**src/rtl/dmlp_pkg.sv**
```systemverilog
`timescale 1ns / 1ps
package dmlp_pkg;

  localparam int IN_COUNT   = 7;
  localparam int HIDDEN_ONE = 32;
  localparam int HIDDEN_TWO = 32;
  localparam int OUT_COUNT  = 1;
  localparam int FRAC_BITS  = 12;

  localparam int W1_BASE = 0;
  localparam int W2_BASE = W1_BASE + HIDDEN_ONE * IN_COUNT;
  localparam int W3_BASE = W2_BASE + HIDDEN_TWO * HIDDEN_ONE;
  localparam int W_DEPTH = W3_BASE + OUT_COUNT * HIDDEN_TWO;
  localparam int B1_BASE = 0;
  localparam int B2_BASE = B1_BASE + HIDDEN_ONE;
  localparam int B3_BASE = B2_BASE + HIDDEN_TWO;
  localparam int B_DEPTH = B3_BASE + OUT_COUNT;
  localparam int SEG_SHIFT = FRAC_BITS - 2;

  localparam int WAW = $clog2(W_DEPTH);
  localparam int BAW = $clog2(B_DEPTH);
  localparam int HMAX = (HIDDEN_ONE > HIDDEN_TWO) ? HIDDEN_ONE : HIDDEN_TWO;
  localparam int VDEPTH = IN_COUNT + HIDDEN_ONE + HIDDEN_TWO;
  localparam int VAW = $clog2(VDEPTH);
  localparam int CW = $clog2(HMAX + 1) + 1;
  localparam int ACC_W = 40;

  typedef enum logic [1:0] {
    CMD_WEIGHT  = 2'd0,
    CMD_BIAS    = 2'd1,
    CMD_FEATURE = 2'd2,
    CMD_NONE    = 2'd3
  } cmd_e;

  typedef enum logic [1:0] {
    LAYER_ONE = 2'd0,
    LAYER_TWO = 2'd1,
    LAYER_OUT = 2'd2
  } layer_e;

  typedef enum logic [2:0] {
    ST_IDLE,
    ST_RUN,
    ST_DRAIN,
    ST_BIAS,
    ST_FINISH,
    ST_EMIT
  } state_e;

  typedef struct packed {
    logic [1:0]         command;
    logic [10:0]        index;
    logic signed [15:0] value;
    logic               last_element;
  } req_t;

  typedef struct packed {
    logic [2:0]         out_index;
    logic signed [15:0] out_value;
    logic               out_last;
  } rsp_t;

  typedef struct packed {
    logic clear;
    logic mac;
    logic add_bias;
  } mac_ctl_t;

  function automatic logic [15:0] tanh_entry(input logic [4:0] k);
    logic [15:0] r;
    case (k)
      5'd0:  r = 16'd0;
      5'd1:  r = 16'd8025;
      5'd2:  r = 16'd15143;
      5'd3:  r = 16'd20813;
      5'd4:  r = 16'd24956;
      5'd5:  r = 16'd27797;
      5'd6:  r = 16'd29660;
      5'd7:  r = 16'd30847;
      5'd8:  r = 16'd31589;
      5'd9:  r = 16'd32048;
      5'd10: r = 16'd32330;
      5'd11: r = 16'd32501;
      5'd12: r = 16'd32606;
      5'd13: r = 16'd32669;
      5'd14: r = 16'd32708;
      5'd15: r = 16'd32732;
      default: r = 16'd32746;
    endcase
    return r;
  endfunction

  function automatic logic signed [15:0] finish_neuron(input logic signed [ACC_W-1:0] acc);
    logic signed [ACC_W:0] s;
    logic signed [ACC_W:0] r;
    logic signed [15:0]    o;
    s = {acc[ACC_W-1], acc} + (ACC_W+1)'(1 << (FRAC_BITS - 1));
    r = s >>> FRAC_BITS;
    if (r > 32767) o = 16'sh7fff;
    else if (r < -32768) o = 16'sh8000;
    else o = r[15:0];
    return o;
  endfunction

  function automatic logic signed [15:0] tanh_fixed(input logic signed [15:0] v);
    logic [16:0] t;
    logic [16:0] seg;
    logic [SEG_SHIFT-1:0] fr;
    logic [15:0] a;
    logic [15:0] b;
    logic [31:0] p;
    logic [16:0] y;
    logic [16:0] r;
    t = v[15] ? 17'(-$signed({v[15], v})) : {1'b0, v};
    seg = t >> SEG_SHIFT;
    fr = t[SEG_SHIFT-1:0];
    a = tanh_entry(seg[4:0]);
    b = tanh_entry(5'(seg[4:0] + 5'd1));
    p = 32'(b - a) * 32'(fr);
    if (seg >= 17'd16) y = 17'd32768;
    else y = 17'(a) + 17'(p >> SEG_SHIFT);
    r = (y + 17'(1 << (14 - FRAC_BITS))) >> (15 - FRAC_BITS);
    return v[15] ? 16'(-$signed(r)) : r[15:0];
  endfunction

endpackage

```
**src/rtl/dmlp_mac.sv**
```systemverilog
`timescale 1ns / 1ps
module dmlp_mac (
  input  logic                      clk_i,
  input  logic                      rst_ni,
  input  dmlp_pkg::mac_ctl_t        ctl_i,
  input  logic signed [15:0]        a_i,
  input  logic signed [15:0]        b_i,
  output logic signed [dmlp_pkg::ACC_W-1:0] acc_o
);
  import dmlp_pkg::*;

  logic signed [31:0]      prod;
  logic signed [ACC_W-1:0] acc_d, acc_q;

  assign prod = a_i * b_i;

  always_comb begin
    acc_d = acc_q;
    if (ctl_i.clear) acc_d = '0;
    else if (ctl_i.mac) acc_d = acc_q + ACC_W'(prod);
    else if (ctl_i.add_bias) acc_d = acc_q + (ACC_W'(a_i) <<< FRAC_BITS);
  end

  always_ff @(posedge clk_i or negedge rst_ni) begin
    if (!rst_ni) acc_q <= '0;
    else acc_q <= acc_d;
  end

  assign acc_o = acc_q;
endmodule
```
**config.mk**
```make
export PLATFORM = sky130hd
export DESIGN_NAME = dmlp_mac
export DESIGN_NICKNAME = d
export VERILOG_FILES = /design/src/rtl/dmlp_pkg.sv /design/src/rtl/dmlp_mac.sv
export SDC_FILE = /design/constraint.sdc
export NUM_CORES = 1
export LEC_CHECK = 0
export ABC_CLOCK_PERIOD_IN_PS = 6900
export BUFFER_PORTS_ARGS = -buffer_cell sky130_fd_sc_hd__buf_2
export CORE_MARGIN = 5
export CORE_UTILIZATION = 25
export DETAILED_ROUTE_END_ITERATION = 16
export REMOVE_ABC_BUFFERS = 1
export SYNTH_ARGS = -nofsm -noshare
export SYNTH_HDL_FRONTEND = slang
export SYNTH_SLANG_ARGS = --single-unit
```
**constraint.sdc**
```tcl
create_clock -name clk_i -period 6.9 [get_ports clk_i]
set_input_delay 1.38 -clock clk_i [delete_from_list [all_inputs] [get_ports clk_i]]
set_output_delay 1.38 -clock clk_i [all_outputs]
set_load 0.02 [all_outputs]
```
======== Yosys cells after proc, flatten, opt, wreduce, memory -nomap -nowiden ========
Cells that the tools add are included.
operators by class
  muxes and demuxes ....................... 3
  shift operators ......................... 0
  $add $sub $neg .......................... 2
  order comparisons ....................... 0
  divide/modulo/power cells ............... 0
  reductions and logical operators ........ 1
  multipliers ............................. 1
  equal/unequal tests ..................... 0
  bitwise logic cells ..................... 0
operator list
  kind                          number
  two-way mux 40 bit            3
  adder 40 x 28 -> 40 bit       1
  adder 40 x 32 -> 40 bit       1
  multiplier 16 x 16 -> 32 bit  1
  nonzero test 3 bit            1
storage, ports and cells
  latch bits .............................. 0
  word-level logic and storage cells ...... 8
  bits in writable memories ............... 0
  bits in registers ....................... 40
  output and inout port bits .............. 40
  memory bits (read-only) ................. 0
  memories kept ........................... 0

======== Logic depth before layout (Yosys ltp) ========
Gate-level depths: netlist (run 1).
  depth after elaboration ................. 4
  depth in mapped cells ................... 26
  mapped depth without buffers ............ 24

======== Worst setup path before layout (run 1) ========
Ideal clock, no wire load.
  kind .................................... input to register
  start ................................... in a_i[15]
  end ..................................... reg acc_q[38] (netlist: acc_o[38])
  slack ................................... -778 ps
  setup time .............................. 132 ps
  required time ........................... 6,768 ps
  data arrival time ....................... 7,546 ps
  stages .................................. 25
  path through ............................ clkbuf_1 clkbuf_1 nand2_1 inv_1 fa_1 fa_1 inv_1 fa_1 inv_1 fa_1 fa_1 inv_1 fa_1 inv_1 ha_1 buf_2 a21o_1 a21oi_1 o311a_1 nor3_1 o41ai_2 o21ai_1 a41oi_1 mux2i_1 o211ai_1
between the ends
  cells in the longest elaborated chain, start to end .. 4
RTL lines
  element                                                                  RTL line                        source
  start: declaration                                                       dmlp_mac.sv:6                   input logic signed [15:0] a_i,
  multiplier 16 x 16 -> 32 bit or adder 40 x 28 -> 40 bit (tied branches)  dmlp_mac.sv:15, dmlp_mac.sv:21
  adder 40 x 32 -> 40 bit or two-way mux 40 bit (tied branches)            dmlp_mac.sv:20, dmlp_mac.sv:21
  two-way mux 40 bit (*)                                                   dmlp_mac.sv:20                  else if (ctl_i.mac) acc_d = acc_q + ACC_W'(prod);
  two-way mux 40 bit (*)                                                   dmlp_mac.sv:19                  if (ctl_i.clear) acc_d = '0;
  end signal: assignment                                                   dmlp_mac.sv:25                  if (!rst_ni) acc_q <= '0;
  end signal: assignment                                                   dmlp_mac.sv:26                  else acc_q <= acc_d;
  end: declaration                                                         dmlp_mac.sv:13                  logic signed [ACC_W-1:0] acc_d, acc_q;
Every way passes the cells marked *; elsewhere a longest branch is shown, timed or not. The select of a mux whose other input is x is not followed.
A chain may end at the register's enable or synchronous reset.

======== Worst setup path after layout (run 1) ========
  start ................................... in b_i[4]
  end ..................................... reg acc_q[39] (netlist: acc_o[39])
between the ends
  cells in the longest elaborated chain, start to end .. 4
RTL lines
  element                       RTL line        source
  start: declaration            dmlp_mac.sv:7   input logic signed [15:0] b_i,
  multiplier 16 x 16 -> 32 bit  dmlp_mac.sv:15  assign prod = a_i * b_i;
  adder 40 x 32 -> 40 bit       dmlp_mac.sv:20
  two-way mux 40 bit            dmlp_mac.sv:20
  two-way mux 40 bit            dmlp_mac.sv:19
No other way between the ends.

==> results.toml, run 1 <==
[outcome]
status = "complete, but fails checks"
violations = "setup timing"

[sta]
slew_headroom_pct = 29.1
finClkSkew_ps = 9.49
finalSetupViolations = 4
finalCritPeriodShare_pct = 101
worst_slack_ps = -61.6
fin_crit_ps = 6960
clock.fmax_mhz = 144
rsz0062_at_grt = "yes"
tightest_slew_ps = 1060
slew_violations = 0
hold_viol = 0

[synth]
yosysWarningCount = 0
synth_area_um2 = 15600
postSynth.asyncResetShare_pct = 100
synth-edff-count = 0
synth_cells = 1726
avgSynthCellArea_um2 = 9.02
ys_seq_area_share_pct = 6.43
yosys-top-cells-area = "fa_1, ha_1, inv_1"
synth_top_area_share_pct = 42.6
synth.distinct_cells = 71
yosysTopAreaCell = "fa_1"
synthFlopType = "dfrtp_1"
synth-seq-cells = 40

[final_layout]
diodes = 0
syn_to_final_growth_pct = 26.2
final_common_cell = "inv_1"
largest_reg_flops = 40
fin_nets = 2471
post-route-util_pct = 31.8
fin_cells = 2799
drive_gt1_share_pct = 22.5
fill_cells = 6408
final_cell_mix = "inv_1, fa_1, buf_4"

[global_routing]
grt_pass1_wl_um = 73600
top_usage_layer = "met2"
grtUsageMet3_pct = 2.48
antenna_found_initial = 2
grtUsageMet1_pct = 19.0
grt_max_degree = 52
grtUsageTotal_pct = 13.5
met2_usage_pct = 22.1
grt_pass1_vias = 13700
grt.overflow.total = 0

[drt]
dr.pass1.iters = 5
wl_um = 45100
final_antenna_net_count = 0
vias = 12700
drt_drc_violations_left = 0
drtIter0Drc = 786
vias_per_cell = 4.55
wl_per_cell_um = 16.1

[critical_path]
worstPathRequired_ps = 7050
critical_path_arrival_ps = 7120
critPathKind = "input pin to register"
crit_fanout = 10
endpoint_kind = "register"
cp-start-kind = "input pin"

[placement]
post-dp-hpwl_um = 38700
port_buffers = 76
dp_cells = 2766
routabilityCongestion = 0.858

[floorplan]
die_x_um = 260
coreArea_um2 = 61700
dieArea_um2 = 67400
die_y_um = 260
start_util_pct = 25.2
rows = 91
pin_count = 77

[cts]
cts_buffer_depth = 2
clock_sinks = 40
cts_root_buf = "clkbuf_16"
path_clk_slew_ps = 70
ctsHoldBuffers = 0
cts_buffers = 5
clkLatencyLatePin_ps = 290
cts_htree_levels = 2
tritoncts = "yes"

[hold_path]
hp-class = "register to register"

[job]
drv_cap = 0
==> through the flow <==
step / hold WS (ps) / instance area [um2] / TNS (ps) / setup WS [ps]
floorplan: 645 / 15300 / -541 / -252
global placement: 543 / 18200 / -12110 / -739
detailed placement: 558 / 18200 / -12610 / -772
CTS: 578 / 19300 / -43.2 / -28.6
global route: 612 / 19700 / -2270 / -298
finish: 569 / 19700 / -150 / -61.6
==> layout make-up <==
type | instances | area, um2 | share of cell area [%]
Clock buffer | 6 | 139 | 0.707
Clock inverter | 2 | 38.8 | 0.197
Inverter | 418 | 1580 | 8.02
Multi-Input combinational cell | 1209 | 13500 | 68.8
Sequential cell | 40 | 1000 | 5.09
Tap cell | 837 | 1050 | 5.33
Timing Repair Buffer | 287 | 2330 | 11.8
==> Yosys cell counts, drive strengths merged (3+ instances only) <==
master  instances
a211oi         30
a21o           28
a21oi          68
a221oi         13
a311o           3
a31oi           8
and2          114
and3            5
buf             8
clkbuf         51
dfrtp          40
fa            331
ha            142
inv           418
mux2i          11
nand2         169
nand2b          8
nand3          16
nand4           9
nor2           66
nor2b           9
nor3           13
nor3b           3
nor4            4
o211ai          6
o21a            6
o21ai          36
o21bai         10
o22ai           8
o31ai           3
o32ai           3
or3             4
xnor2          38
xor2           16
==> kinds of logic after synthesis <==
| kind of cell | synth area share, % |
|---|---|
| adders and majority gates | 54.0 |
| DFF | 6.43 |
| buffers and inverters | 11.5 |
| AOI/OAI and AO/OA | 10.9 |
| and+or+nand+nor | 13.5 |
| muxes | 0.707 |
| xor gates and xnor gates | 3.04 |
==> metal layers <==
layer	up-vias	wire length, um
li1	5809	-
met1	6570	20400
met2	311	21100
met3	51	2740
met4	2	762
met5	-	7
==> critical path: stages <==
cell	delay [ps]
buf_8	120
nand2_2	80
fa_1	520
inv_2	60
fa_1	560
clkinvlp_4	120
buf_8	150
fa_1	510
inv_2	40
fa_1	480
fa_1	490
inv_1	50
fa_1	490
inv_2	50
ha_4	280
buf_6	100
nand4_1	220
nor3_4	320
o211ai_1	180
nand4_1	220
a221oi_2	100
o21ai_2	180
a31oi_2	120
xnor2_1	160
o22ai_1	90
==> path summary, 6_finish.rpt <==
check / start / slack (ps) / end / depth (start not counted)
min in group asynchronous: rst_ni / 1260 / acc_o[39] / 1
setup reg to reg: acc_o[15] / 1420 / acc_o[38] / 20
hold reg to reg: acc_o[0] / 570 / acc_o[0] / 2
hold / removal: acc_o[0] / 570 / acc_o[0] / 2
max in group asynchronous: rst_ni / 4970 / acc_o[2] / 1
setup / recovery: b_i[4] / -60 / acc_o[39] / 25
==> what timing repair did <==
item | CTS | global route
buffers inserted | 21 | 6
endpoints found under the setup margin | 21 | 21
pin swaps | 77 | 48
gates cloned | 1 | 0
resized for setup | 154 | 83
Power of run 1 is not shown: default switching activity piles up to over one toggle a cycle in this logic, so the estimate is an artifact.
==> run 2, diff against run 1 <==
--- a/config.mk
+++ b/config.mk
@@ -5,11 +5,11 @@
 export SDC_FILE = /design/constraint.sdc
 export NUM_CORES = 1
 export LEC_CHECK = 0
-export ABC_CLOCK_PERIOD_IN_PS = 6900
 export BUFFER_PORTS_ARGS = -buffer_cell sky130_fd_sc_hd__buf_2
 export CORE_MARGIN = 5
-export CORE_UTILIZATION = 25
+export CORE_UTILIZATION = 55
 export DETAILED_ROUTE_END_ITERATION = 16
+export PLACE_DENSITY = 0.73
 export REMOVE_ABC_BUFFERS = 1
 export SYNTH_ARGS = -nofsm -noshare
 export SYNTH_HDL_FRONTEND = slang
==> run 2 against run 1 <==
The run still ends with setup timing left. Global-route usage grew 13 points. Die area shrank 53%. Count of clock-buffer cells in the layout is the same. Critical path depth fell by 1. Critical endpoint unchanged. Highest routed layer unchanged.
==> results.toml, run 2 (synthesis gave the netlist of run 1 again) <==
[sta]
finalCritPeriodShare_pct = 101
tightest_slew_ps = 1020
finalSetupViolations = 4
clock.fmax_mhz = 143
rsz0062_at_grt = "yes"
slew_headroom_pct = 31.9
hold_viol = 0
slew_violations = 0
hold_slack_ps = 554
worst_slack_ps = -82.1
finalSetupTns_ps = -223
fin_crit_ps = 6980
finClkSkew_ps = 8.61

[critical_path]
cp-start-kind = "input pin"
worstPathRequired_ps = 7060
critical_path_arrival_ps = 7150
critPathKind = "input pin to register"
crit_fanout = 7
endpoint_kind = "register"

[floorplan]
coreArea_um2 = 27900
dieArea_um2 = 31800
start_util_pct = 55.9
die_y_um = 178
die_x_um = 178
rows = 61
pin_count = 77

[global_routing]
grtUsageTotal_pct = 27.0
grt_max_degree = 52
grt_pass1_vias = 13900
grt.overflow.total = 0
grt_pass1_wl_um = 68300
antenna_found_initial = 2

[cts]
clock_sinks = 40
cts_buffer_depth = 2
cts_buffers = 5
tritoncts = "yes"
path_clk_slew_ps = 60
cts_htree_levels = 2
cts_root_buf = "clkbuf_16"
ctsHoldBuffers = 0
clkLatencyLatePin_ps = 290

[final_layout]
fin_nets = 2479
diodes = 0
drive_gt1_share_pct = 22.1
post-route-util_pct = 67.8
final_cell_mix = "inv_1, fa_1, buf_4"
largest_reg_flops = 40
final_common_cell = "inv_1"
fin_area_um2 = 18900
syn_to_final_growth_pct = 21.4

[outcome]
status = "complete, but fails checks"
violations = "setup timing"

[hold_path]
hp-class = "register to register"

[drt]
dr.pass1.iters = 5
drtIter0Drc = 858
wl_per_cell_um = 17.9
wl_um = 41900
final_antenna_net_count = 0
wl_met3_um = 2580
vias = 12800
drt_drc_violations_left = 0
highest_layer = "met5"
wl_met2_um = 21200
vias_per_cell = 5.45
wl_met1_um = 17000

[placement]
post-dp-hpwl_um = 35300
routabilityCongestion = 0.905
placed_cell_area_um2 = 17700
port_buffers = 76

[job]
drv_cap = 0
[run 2: cell count changes in the layout (fill, tap and decap cells not counted), moves of 3 or more]
cell	previous run	this run
buf_6	36	21
and2_4	13	6
ha_4	19	16
nand2_1	158	161
buf_4	183	207
and2_1	101	108
nand2_4	3	0
[run 2: metrics by stage]
| step | setup WS (ps) | instances |
|---|---|---|
| 2_1_floorplan | -252 | 1667 |
| 3_3_place_gp | -599 | 2315 |
| 3_5_place_dp | -844 | 2315 |
| 4_1_cts | -68.0 | 2336 |
| 5_1_grt | -252 | 2347 |
| 6_report | -82.1 | 2347 |
[run 2: worst paths after layout]
path                            from        end  slack, ps  depth (start not counted)
min reg2reg                 acc_o[0]   acc_o[0]        550                          2
max                           b_i[3]  acc_o[39]        -80                         24
min                         acc_o[0]   acc_o[0]        550                          2
max reg2reg                acc_o[15]  acc_o[26]       1360                         19
max in group asynchronous     rst_ni  acc_o[18]       5000                          1
min in group asynchronous     rst_ni  acc_o[37]       1270                          1
[run 2: layout make-up]
| cell class | count | area (um2) |
|---|---|---|
| clock inverter | 1 | 5.00 |
| sequential | 40 | 1000 |
| multi-input combinational | 1209 | 13400 |
| inverter | 418 | 1580 |
| clock buffer | 6 | 129 |
| tap | 378 | 473 |
| timing repair buffer | 295 | 2310 |
| fill | 2197 | 8960 |
[run 2: worst max-delay path, cell delays in order]
cell and delay, ps:
buf_12 110, and2_4 150, fa_1 520, fa_1 580, clkinvlp_4 110, buf_12 150, fa_1 490, inv_2 50
fa_1 480, fa_1 530, inv_1 60, fa_1 490, inv_2 50, ha_4 210, buf_6 120, nand4_1 220
nor3_4 90, a32oi_2 250, nand4_1 200, a221oi_2 340, o21ai_1 150, a31oi_1 190, xnor2_1 140, o22ai_1 90
[run 2: routing by layer]
metal	up-vias	global-route usage, %
met5	-	0
met1	6496	35.5
met3	85	3.73
li1	5829	-
met4	2	7.04
met2	385	47.2
[run 2: timing repair]
action                                  4_1_cts  5_1_grt
endpoints found under the setup margin       22       22
gates resized for setup                     111       83
gates cloned                                  0        1
pin swaps                                    64       53
buffers inserted                             14       11
Power of run 2 is left out for the same reason.
==> run 3, diff against run 2 <==
--- a/config.mk
+++ b/config.mk
@@ -7,9 +7,8 @@
 export LEC_CHECK = 0
 export BUFFER_PORTS_ARGS = -buffer_cell sky130_fd_sc_hd__buf_2
 export CORE_MARGIN = 5
-export CORE_UTILIZATION = 55
+export CORE_UTILIZATION = 40
 export DETAILED_ROUTE_END_ITERATION = 16
-export PLACE_DENSITY = 0.73
 export REMOVE_ABC_BUFFERS = 1
 export SYNTH_ARGS = -nofsm -noshare
 export SYNTH_HDL_FRONTEND = slang
==> run 3 against run 2 <==
Cell area up 2.5%. Worst setup slack better by 18 ps. Die area up 35%. Sequential cell count unchanged. Global-route usage down 7.0 points. The flow still finishes with violations (setup timing). Sequential share of layout area down 0.13 points. Highest routed layer is now met4. Critical path depth up 1. Utilization down 18 points. Cell count up 6.1%.
==> results.toml, run 3 (synthesis gave the netlist of run 1 again) <==
[outcome]
status = "complete, but fails checks"
violations = "setup timing"

[drt]
vias_per_cell = 5.08
wl_per_cell_um = 17.3
vias = 12600
final_antenna_net_count = 0
wl_um = 43000
drtIter0Drc = 633
dr.pass1.iters = 5
drt_drc_violations_left = 0

[sta]
hold_slack_ps = 558
slew_headroom_pct = 25.7
worst_slack_ps = -64.0
finalCritPeriodShare_pct = 101
finalSetupViolations = 5
clock.fmax_mhz = 144
finClkSkew_ps = 6.72
finalSetupTns_ps = -194
hold_viol = 0
fin_crit_ps = 6960
rsz0062_at_grt = "yes"
slew_violations = 0
tightest_slew_ps = 1120

[cts]
cts_htree_levels = 2
path_clk_slew_ps = 70
cts_buffers = 5
tritoncts = "yes"
ctsHoldBuffers = 0
clock_sinks = 40
cts_buffer_depth = 2
cts_root_buf = "clkbuf_16"
clkLatencyLatePin_ps = 300

[floorplan]
die_y_um = 207
start_util_pct = 40.4
die_x_um = 207
rows = 72
pin_count = 77
coreArea_um2 = 38600
dieArea_um2 = 43000

[critical_path]
cpMostUsedCell = "fa_1"
endpoint_kind = "register"
critPathTopFamily = "adder cells"
slowest_delay_ps = 560
crit_fanout = 8
worstPathRequired_ps = 7060
critPathKind = "input pin to register"
critPathSlowestCell = "fa_1"
critical_path_arrival_ps = 7130
critPathBufInv = 8
cp-start-kind = "input pin"

[placement]
post-dp-hpwl_um = 36300
routabilityCongestion = 0.882
dp_cells = 2451
port_buffers = 76

[final_layout]
final_cell_mix = "inv_1, fa_1, buf_4"
final_common_cell = "inv_1"
syn_to_final_growth_pct = 24.5
fin_nets = 2480
fill_cells = 3633
drive_gt1_share_pct = 23.6
largest_reg_flops = 40
fin_cells = 2489
diodes = 0

[global_routing]
grt_pass1_vias = 13700
grtUsageTotal_pct = 20.0
grt_pass1_wl_um = 71000
antenna_found_initial = 0
grt.overflow.total = 0
grt_max_degree = 52

[hold_path]
hp-class = "register to register"

[job]
drv_cap = 0
## run 3: cell types whose count changed in the layout (fill, tap and decap cells not counted), sizes merged
cell and change:
bufinv +1, inv +3, buf +4, clkinvlp -1
clkbuf -4, clkinv -1
## run 3: worst paths after layout
check | from | end | slack (ps) | depth (start not counted)
hold / removal | acc_o[4] | acc_o[4] | 560 | 2
setup reg to reg | acc_o[15] | acc_o[38] | 1330 | 20
min in group asynchronous | rst_ni | acc_o[39] | 1260 | 1
hold reg to reg | acc_o[4] | acc_o[4] | 560 | 2
max in group asynchronous | rst_ni | acc_o[7] | 5000 | 1
setup / recovery | a_i[15] | acc_o[39] | -60 | 25
## run 3: what timing repair did
action / in CTS / in global routing
setup buffers: 7 / 25
setup endpoints to repair: 21 / 22
pin swaps: 38 / 95
resized for setup: 87 / 177
## run 3: area by class of cell
type	count	area (um2)	area share, %
well taps	518	648	3.34
inverters	418	1570	8.11
multi-input cells	1209	13600	70.0
clock buffers	5	125	0.646
repair buffers	296	2410	12.5
flip-flops and latches	40	1000	5.17
clock inverters	3	46.3	0.239
## run 3: through the flow
stage,util (%),area (um2),setup slack (ps)
after floorplan,-,15300,-252
after global placement,46.4,17900,-768
after detailed placement,46.4,17900,-814
after CTS,47.8,18400,-42.2
after global routing,50.3,19400,-290
final,50.3,19400,-64.0
## run 3: worst reg2reg max path: cells and delay by family (launching register included)
family	cells	cell delay (ps)
compound gates	8	1540
fa+ha+maj	6	2820
buf+inv	5	460
flops	1	400
mux	1	210
## run 3: per-layer routing
metal  global-route usage (%)  wire length [um]  part of all wire [%]
met1                     27.8             19000                    44
met2                     33.9             21200                    49
met5                        0                 0                     0
met3                     1.83              1650                   3.8
met4                     5.18              1190                   2.8
Power of run 3 is left out for the same reason.
